--- config.mk ---
export PLATFORM = sky130hd
export DESIGN_NAME = websocket_frame_deframer
export DESIGN_NICKNAME = d
export VERILOG_FILES = /design/src/design/wsd_pkg.sv /design/src/design/wsd_parser.sv /design/src/design/wsd_out_buf.sv /design/src/design/websocket_frame_deframer.sv
export SDC_FILE = /design/constraint.sdc
export NUM_CORES = 1
export LEC_CHECK = 0
export ABC_AREA = 1
export BUFFER_PORTS_ARGS = -buffer_cell sky130_fd_sc_hd__clkbuf_2
export CAP_MARGIN = 20
export CORE_ASPECT_RATIO = 0.75
export CORE_MARGIN = 5
export CORE_UTILIZATION = 55
export DETAILED_ROUTE_END_ITERATION = 16
export HOLD_SLACK_MARGIN = 0.15
export PLACE_DENSITY = 0.76
export RECOVER_POWER = 50
export SLEW_MARGIN = 20
export SYNTH_ARGS = -nofsm -noshare
export SYNTH_HDL_FRONTEND = slang
export SYNTH_SLANG_ARGS = --single-unit
--- constraint.sdc ---
create_clock -name clk -period 4.4 [get_ports clk]
set_input_delay 0 -clock clk [delete_from_list [all_inputs] [get_ports clk]]
set_output_delay 0 -clock clk [all_outputs]
set_load 0.1 [all_outputs]
--- src/design/wsd_pkg.sv ---
// Package for the WebSocket frame deframer.
// Holds parse phase codes, opcodes, event codes and the event record type.
// No dependencies.
`default_nettype none

package wsd_pkg;

	localparam logic [2:0] PH_HDR0    = 3'd0;
	localparam logic [2:0] PH_HDR1    = 3'd1;
	localparam logic [2:0] PH_EXTLEN  = 3'd2;
	localparam logic [2:0] PH_MASK    = 3'd3;
	localparam logic [2:0] PH_PAYLOAD = 3'd4;
	localparam logic [2:0] PH_CLOSED  = 3'd5;

	localparam logic [3:0] OP_TEXT   = 4'h1;
	localparam logic [3:0] OP_BINARY = 4'h2;
	localparam logic [3:0] OP_CLOSE  = 4'h8;
	localparam logic [3:0] OP_PING   = 4'h9;

	localparam logic [2:0] EV_BYTE     = 3'd0;
	localparam logic [2:0] EV_EMPTY    = 3'd1;
	localparam logic [2:0] EV_CLOSE    = 3'd2;
	localparam logic [2:0] EV_PONG     = 3'd3;
	localparam logic [2:0] EV_OVERSIZE = 3'd4;

	localparam logic [6:0] LEN7_EXT16 = 7'd126;
	localparam logic [6:0] LEN7_EXT64 = 7'd127;
	localparam logic [3:0] EXT16_BYTES = 4'd2;
	localparam logic [3:0] EXT64_BYTES = 4'd8;
	localparam logic [3:0] KEY_BYTES   = 4'd4;

	localparam logic [31:0] MAX_PAYLOAD_RESET = 32'd10485760;

	typedef struct packed {
		logic       valid;
		logic [2:0] kind;
		logic [3:0] opcode;
		logic [7:0] value;
		logic       last;
	} wsd_event_t;

endpackage

`default_nettype wire

--- src/design/wsd_parser.sv ---
// Frame parser: header, length, mask key and payload unmasking for one byte per cycle while accept is high.
// Produces at most one event record per accepted byte. Depends on wsd_pkg.
`default_nettype none

module wsd_parser (
	input  wire logic              clk,
	input  wire logic              arst_n,
	input  wire logic              accept,
	input  wire logic [7:0]        data_byte,
	input  wire logic [31:0]       max_len,
	output wsd_pkg::wsd_event_t    result
);
	import wsd_pkg::*;

	logic [2:0]  phase_q, phase_d;
	logic [3:0]  cnt_q, cnt_d;
	logic [3:0]  opcode_q, opcode_d;
	logic        mask_q, mask_d;
	logic [63:0] len_q, len_d;
	logic [31:0] key_q, key_d;
	logic [1:0]  idx_q, idx_d;

	logic        len_known;
	logic [63:0] len_val;
	logic        hdr_known;
	logic [63:0] hdr_len;
	logic        frame_end;
	logic        frame_empty;
	logic        is_data;
	logic [3:0]  cnt_dec;
	logic [63:0] len_dec;
	logic [7:0]  key_byte;
	logic        last;
	wsd_event_t  ev;

	always_comb begin
		unique case (idx_q)
			2'd0: key_byte = key_q[31:24];
			2'd1: key_byte = key_q[23:16];
			2'd2: key_byte = key_q[15:8];
			2'd3: key_byte = key_q[7:0];
			default: key_byte = key_q[7:0];
		endcase
	end

	assign is_data = (opcode_q == OP_TEXT) || (opcode_q == OP_BINARY);
	assign cnt_dec = cnt_q - 4'd1;
	assign len_dec = len_q - 64'd1;
	assign last    = (len_q == 64'd1);

	always_comb begin
		phase_d     = phase_q;
		cnt_d       = cnt_q;
		opcode_d    = opcode_q;
		mask_d      = mask_q;
		len_d       = len_q;
		key_d       = key_q;
		idx_d       = idx_q;
		len_known   = 1'b0;
		len_val     = len_q;
		hdr_known   = 1'b0;
		hdr_len     = len_q;
		frame_end   = 1'b0;
		frame_empty = 1'b0;
		ev          = '0;
		ev.opcode   = opcode_q;

		unique case (phase_q)
			PH_HDR0: begin
				opcode_d = data_byte[3:0];
				phase_d  = PH_HDR1;
			end
			PH_HDR1: begin
				mask_d = data_byte[7];
				if (data_byte[6:0] == LEN7_EXT16 || data_byte[6:0] == LEN7_EXT64) begin
					cnt_d   = (data_byte[6:0] == LEN7_EXT16) ? EXT16_BYTES : EXT64_BYTES;
					len_d   = '0;
					phase_d = PH_EXTLEN;
				end else begin
					len_known = 1'b1;
					len_val   = {57'd0, data_byte[6:0]};
				end
			end
			PH_EXTLEN: begin
				len_d = {len_q[55:0], data_byte};
				cnt_d = cnt_dec;
				if (cnt_dec == 4'd0) begin
					len_known = 1'b1;
					len_val   = {len_q[55:0], data_byte};
				end
			end
			PH_MASK: begin
				key_d = {key_q[23:0], data_byte};
				cnt_d = cnt_dec;
				if (cnt_dec == 4'd0) begin
					hdr_known = 1'b1;
					hdr_len   = len_q;
				end
			end
			PH_PAYLOAD: begin
				idx_d = idx_q + 2'd1;
				len_d = len_dec;
				if (is_data) begin
					ev.valid = 1'b1;
					ev.kind  = EV_BYTE;
					ev.value = data_byte ^ (mask_q ? key_byte : 8'h00);
					ev.last  = last;
					if (last) begin
						phase_d = PH_HDR0;
					end
				end else if (last) begin
					frame_end = 1'b1;
				end
			end
			default: begin
				phase_d = PH_CLOSED;
			end
		endcase

		if (len_known) begin
			len_d = len_val;
			if (len_val > {32'd0, max_len}) begin
				phase_d  = PH_CLOSED;
				ev.valid = 1'b1;
				ev.kind  = EV_OVERSIZE;
			end else if (mask_d) begin
				key_d   = '0;
				cnt_d   = KEY_BYTES;
				phase_d = PH_MASK;
			end else begin
				hdr_known = 1'b1;
				hdr_len   = len_val;
			end
		end

		if (hdr_known) begin
			idx_d = '0;
			if (hdr_len == 64'd0) begin
				frame_end   = 1'b1;
				frame_empty = 1'b1;
			end else begin
				phase_d = PH_PAYLOAD;
			end
		end

		if (frame_end) begin
			phase_d = PH_HDR0;
			priority if (opcode_q == OP_CLOSE) begin
				phase_d  = PH_CLOSED;
				ev.valid = 1'b1;
				ev.kind  = EV_CLOSE;
			end else if (opcode_q == OP_PING) begin
				ev.valid = 1'b1;
				ev.kind  = EV_PONG;
			end else if (frame_empty && is_data) begin
				ev.valid = 1'b1;
				ev.kind  = EV_EMPTY;
				ev.last  = 1'b1;
			end
		end
	end

	always_comb begin
		result       = ev;
		result.valid = ev.valid & accept;
	end

	always_ff @(posedge clk or negedge arst_n) begin
		if (!arst_n) begin
			phase_q  <= PH_HDR0;
			cnt_q    <= '0;
			opcode_q <= '0;
			mask_q   <= 1'b0;
			len_q    <= '0;
			key_q    <= '0;
			idx_q    <= '0;
		end else if (accept) begin
			phase_q  <= phase_d;
			cnt_q    <= cnt_d;
			opcode_q <= opcode_d;
			mask_q   <= mask_d;
			len_q    <= len_d;
			key_q    <= key_d;
			idx_q    <= idx_d;
		end
	end

endmodule

`default_nettype wire

--- src/design/wsd_out_buf.sv ---
// Two-entry event output buffer: result register plus skid register.
// Lets the parser keep taking bytes while an event waits. Depends on wsd_pkg.
`default_nettype none

module wsd_out_buf (
	input  wire logic              clk,
	input  wire logic              arst_n,
	input  wire wsd_pkg::wsd_event_t result,
	output logic                   full,
	output logic                   event_valid,
	input  wire logic              event_stall,
	output wsd_pkg::wsd_event_t    event_rec
);
	import wsd_pkg::*;

	wsd_event_t out_q;
	wsd_event_t skid_q;
	logic       out_valid_q;
	logic       skid_valid_q;
	logic       take;

	assign take        = out_valid_q && !event_stall;
	assign full        = skid_valid_q;
	assign event_valid = out_valid_q;
	assign event_rec   = out_q;

	always_ff @(posedge clk or negedge arst_n) begin
		if (!arst_n) begin
			out_valid_q  <= 1'b0;
			skid_valid_q <= 1'b0;
		end else if (skid_valid_q) begin
			if (take) begin
				skid_valid_q <= 1'b0;
			end
		end else if (result.valid) begin
			if (!out_valid_q || take) begin
				out_valid_q <= 1'b1;
			end else begin
				skid_valid_q <= 1'b1;
			end
		end else if (take) begin
			out_valid_q <= 1'b0;
		end
	end

	always_ff @(posedge clk) begin
		if (skid_valid_q) begin
			if (take) begin
				out_q <= skid_q;
			end
		end else if (result.valid) begin
			if (!out_valid_q || take) begin
				out_q <= result;
			end else begin
				skid_q <= result;
			end
		end
	end

endmodule

`default_nettype wire

--- src/design/websocket_frame_deframer.sv ---
// Top level of the WebSocket frame deframer: configuration register, parser and output buffer.
// Depends on wsd_pkg, wsd_parser and wsd_out_buf.
`default_nettype none

// The deframer takes one received stream byte per cycle and gives at most one event per
// byte; the event is registered in the output buffer before it reaches the outputs. Input
// bytes keep flowing at one per cycle as long as events are taken; a two-entry output
// buffer absorbs a stalled event, and data_stall rises only when both entries are full.
// After a close event or an oversize error, bytes are accepted and dropped until reset.
// The length limit may be rewritten through the configuration channel, which is always ready.
module websocket_frame_deframer (
	input  wire logic        clk,
	input  wire logic        arst_n,
	input  wire logic        data_valid,
	output logic             data_stall,
	input  wire logic [7:0]  data_byte,
	input  wire logic        cfg_valid,
	output logic             cfg_ready,
	input  wire logic [31:0] max_payload_length,
	output logic             event_valid,
	input  wire logic        event_stall,
	output logic [2:0]       event_kind,
	output logic [3:0]       frame_opcode,
	output logic [7:0]       payload_value,
	output logic             last_of_message
);
	import wsd_pkg::*;

	logic [31:0] max_len_q;
	logic        accept;
	logic        full;
	wsd_event_t  result;
	wsd_event_t  event_rec;

	assign cfg_ready  = 1'b1;
	assign data_stall = full;
	assign accept     = data_valid && !full;

	always_ff @(posedge clk or negedge arst_n) begin
		if (!arst_n) begin
			max_len_q <= MAX_PAYLOAD_RESET;
		end else if (cfg_valid && cfg_ready) begin
			max_len_q <= max_payload_length;
		end
	end

	wsd_parser u_parser (
		.clk       (clk),
		.arst_n    (arst_n),
		.accept    (accept),
		.data_byte (data_byte),
		.max_len   (max_len_q),
		.result    (result)
	);

	wsd_out_buf u_out_buf (
		.clk         (clk),
		.arst_n      (arst_n),
		.result      (result),
		.full        (full),
		.event_valid (event_valid),
		.event_stall (event_stall),
		.event_rec   (event_rec)
	);

	assign event_kind      = event_rec.kind;
	assign frame_opcode    = event_rec.opcode;
	assign payload_value   = event_rec.value;
	assign last_of_message = event_rec.last;

endmodule

`default_nettype wire
==> impl_metrics.toml <==
[placement]
place.gp.congestion = 0.985
hpwlAfterDp_um = 27700
numPortBuffers = 62

[finish]
finish.net_count = 2062
area.growth.synth_to_final_pct = 19.1
diodes = 0
fin_util_pct = 66.1
layout-drive-gt1-share_pct = 14.6
fill_cells = 1982

[synth]
synth_edf_count = 32
ys_seq_area_share_pct = 36.0
ys_warn_count = 0
ys_top_cells_by_area = "dfrtp_1 (28%), o21ai_0 (10%), nand2_1 (9.7%)"
synth_nets = 1943
netlist_instances = 1858
ys_ff_latch = 176
async_flop_share_pct = 81.8
mappedNetlistArea_um2 = 12700
ys.flop_type = "dfrtp_1"
postSynthAreaPerCell_um2 = 6.82
synth_cell_types = 50
synth_top_cell_by_area = "dfrtp_1"
netlist.area_leader.share_pct = 28.0

[routing]
wl_per_cell_um = 17.9
wl_um = 40900
highest_layer = "met4"
vias = 13595
postRouteAntennaNets = 0
route.met2.wl_um = 17400
dr.pass1.iters = 6
dr_wl_met3_um = 4650
route.detailed.drc = 0
m1WireLength_um = 17900
drt-initial-drc-count = 2010
vias_per_cell = 5.94

[timing]
setup_violations = 12
finalCritPeriodShare_pct = 101
skew_ns = 0.0102
drv_slew = 211
hold_viol = 0
fin_crit_ns = 4.42
fin_setup_tns_ns = -0.217
rsz0062_at_grt = "true"
clock.fmax_mhz = 226
tightest_slew_ns = 2.95
fin_ws_ns = -0.0246
maxSlewHeadroom_pct = -96.7

[setup_path]
crit_path_start_kind = "register"
r2r_start = "u_parser.cnt_q[1]"
critical_path_peak_fanout = 7
crit_path_frequent_cell = "nand2_2"
slowest_stage = "dfrtp_1"
end_kind = "register"
startpoint = "u_parser.cnt_q[1]"
crit_type = "reg -> reg"
critPathMaxStageDelay_ns = 0.39
arrival_ns = 4.58
critical_path_required_ns = 4.56

[run]
drv_cap = 4

[clocking]
cts_tree = "built"
htreeDepth = 4
cts_sinks = 176
numCtsBuffers = 17
clkLatencyLatePin_ns = 0.45
path_clk_slew_ns = 0.07
ctsLongestPathBuffers = 2
root_buffer = "clkbuf_16"

[power]
p_leak_nw = 7.24
total_power_mw = 10.8
vdd_drop_max_mv = 0.393
power.density_nw_per_um2 = 719

[outcome]
status = "complete, but fails checks"
violations = "capacitance limit, slew limit, setup timing"

[grt]
grt_usage_pct = 30.7
grt_pass1_vias = 12325
grt_overflow = 0
grt_max_degree = 65
grt_pass1_wl_um = 65000
antenna_found_initial = 0

[die]
start_util_pct = 55.5
num_rows = 48
die_x_um = 185
ios = 64
die_area_um2 = 26200
die_h_um = 141
core_um2 = 22800

[worst_hold_path]
min_from = "max_payload_length[4]"
hp-class = "in -> reg"
where the power goes:
| part | leakage (nW) | switching [mW] | total, mW | internal (mW) |
|---|---|---|---|---|
| logic | 4.79 | 4.72 | 6.72 | 2.00 |
| registers | 2.19 | 0.473 | 2.63 | 2.15 |
| clock network | 0.268 | 0.673 | 1.50 | 0.827 |
cell families after synthesis:
family | count (synthesis) | share of synthesized area [%]
buffers and inverters | 357 | 11.1
AO/OA/AOI/OAI | 470 | 20.3
other | 1 | 0.0296
AND/OR/NAND/NOR | 810 | 28.2
flip-flops | 176 | 36.0
adder cells (fa/ha/maj) | 40 | 3.95
XOR/XNOR | 3 | 0.207
multiplexers | 1 | 0.0888
critical path: cells and delay by family, from the launching register on:
family          cells  cell delay (ns)
fa+ha+maj           1             0.33
simple gates       20             1.99
buf+inv             8             1.13
compound gates      2             0.27
flops               1             0.39
cells in the mapped netlist, drive strengths merged (32+ instances only):
cell type / instances
clkbuf: 53
inv: 272
nand2: 342
nand3: 108
ha: 40
dfrtp: 142
o211ai: 39
a21oi: 110
o21ai: 263
nor3: 44
nor2: 270
edfxtp: 32
flip-flops by register name, indices dropped and copies added (netlist names):
register and cells:
u_out_buf.event_valid 1, u_out_buf.skid_q 16, u_parser.key_q 32, max_len_q 32, u_parser.len_q 64, u_out_buf.full 1
u_parser.idx_q 2, u_parser.phase_q 3, u_parser.mask_q 1, u_parser.cnt_q 4, u_out_buf.event_rec 16, u_parser.opcode_q 4
worst paths after layout:
kind | slack (ns) | endpoint | cells after the start
max in group asynchronous | 0.88 | u_parser.len_q[50] | 4
worst min-delay path | 0.30 | max_len_q[4] | 4
worst min register to register | 0.51 | u_out_buf.skid_q[11] | 0
worst max register to register | -0.02 | u_out_buf.event_rec[6] | 31
min in group asynchronous | 1.64 | max_len_q[3] | 4
worst max-delay path | -0.02 | u_out_buf.event_rec[6] | 31
per-stage QoR:
step / std cells / worst slack [ns] / cell area, um^2 / hold WS [ns]
5_1_grt: 2290 / -0.176 / 15100 / 0.319
3_5_place_dp: 2180 / -0.143 / 13300 / -0.0511
2_1_floorplan: 1858 / 0.136 / 12700 / -0.296
4_1_cts: 2277 / 0.00701 / 14700 / 0.290
3_3_place_gp: 2180 / 0.0765 / 13300 / -0.0422
6_report: 2290 / -0.0246 / 15100 / 0.304
metal layers:
| metal | up-vias | GRT usage (%) |
|---|---|---|
| li1 | 6399 | - |
| met1 | 6264 | 46.4 |
| met2 | 840 | 44.9 |
| met3 | 92 | 6.77 |
| met4 | 0 | 7.53 |
| met5 | - | 0 |
cell type report:
| class | count | area [um^2] | area share (%) |
|---|---|---|---|
| clock inverters | 9 | 85.1 | 0.564 |
| well taps | 300 | 375 | 2.49 |
| repair buffers | 181 | 1390 | 9.19 |
| clock buffers | 23 | 479 | 3.18 |
| flip-flops and latches | 176 | 4570 | 30.3 |
| multi-input cells | 1326 | 7160 | 47.4 |
| inverters | 275 | 1040 | 6.88 |
what timing repair did:
item / in CTS / in global routing
resized for setup: 42 / 80
gates cloned: 1 / 1
hold buffers: 45 / 0
endpoints found under the hold margin: 198 / 0
endpoints found under the setup margin: 32 / 59
buffers inserted: 19 / 13
pin swaps: 16 / 38
cell usage in the layout (no fill, tap or decap), drive strengths merged, types with 2 or more instances in the layout:
cell	n
a21oi	110
a221oi	8
a22oi	3
a31oi	2
and2	2
buf	71
clkbuf	89
clkinv	8
clkinvlp	4
dfrtp	142
dfstp	2
dlygate4sd3	44
edfxtp	32
ha	40
inv	271
nand2	343
nand3	108
nand4	29
nor2	270
nor3	44
nor4	13
o211ai	39
o21a	8
o21ai	263
o22ai	30
xor2	3
Power figures use the tool's default switching activity.
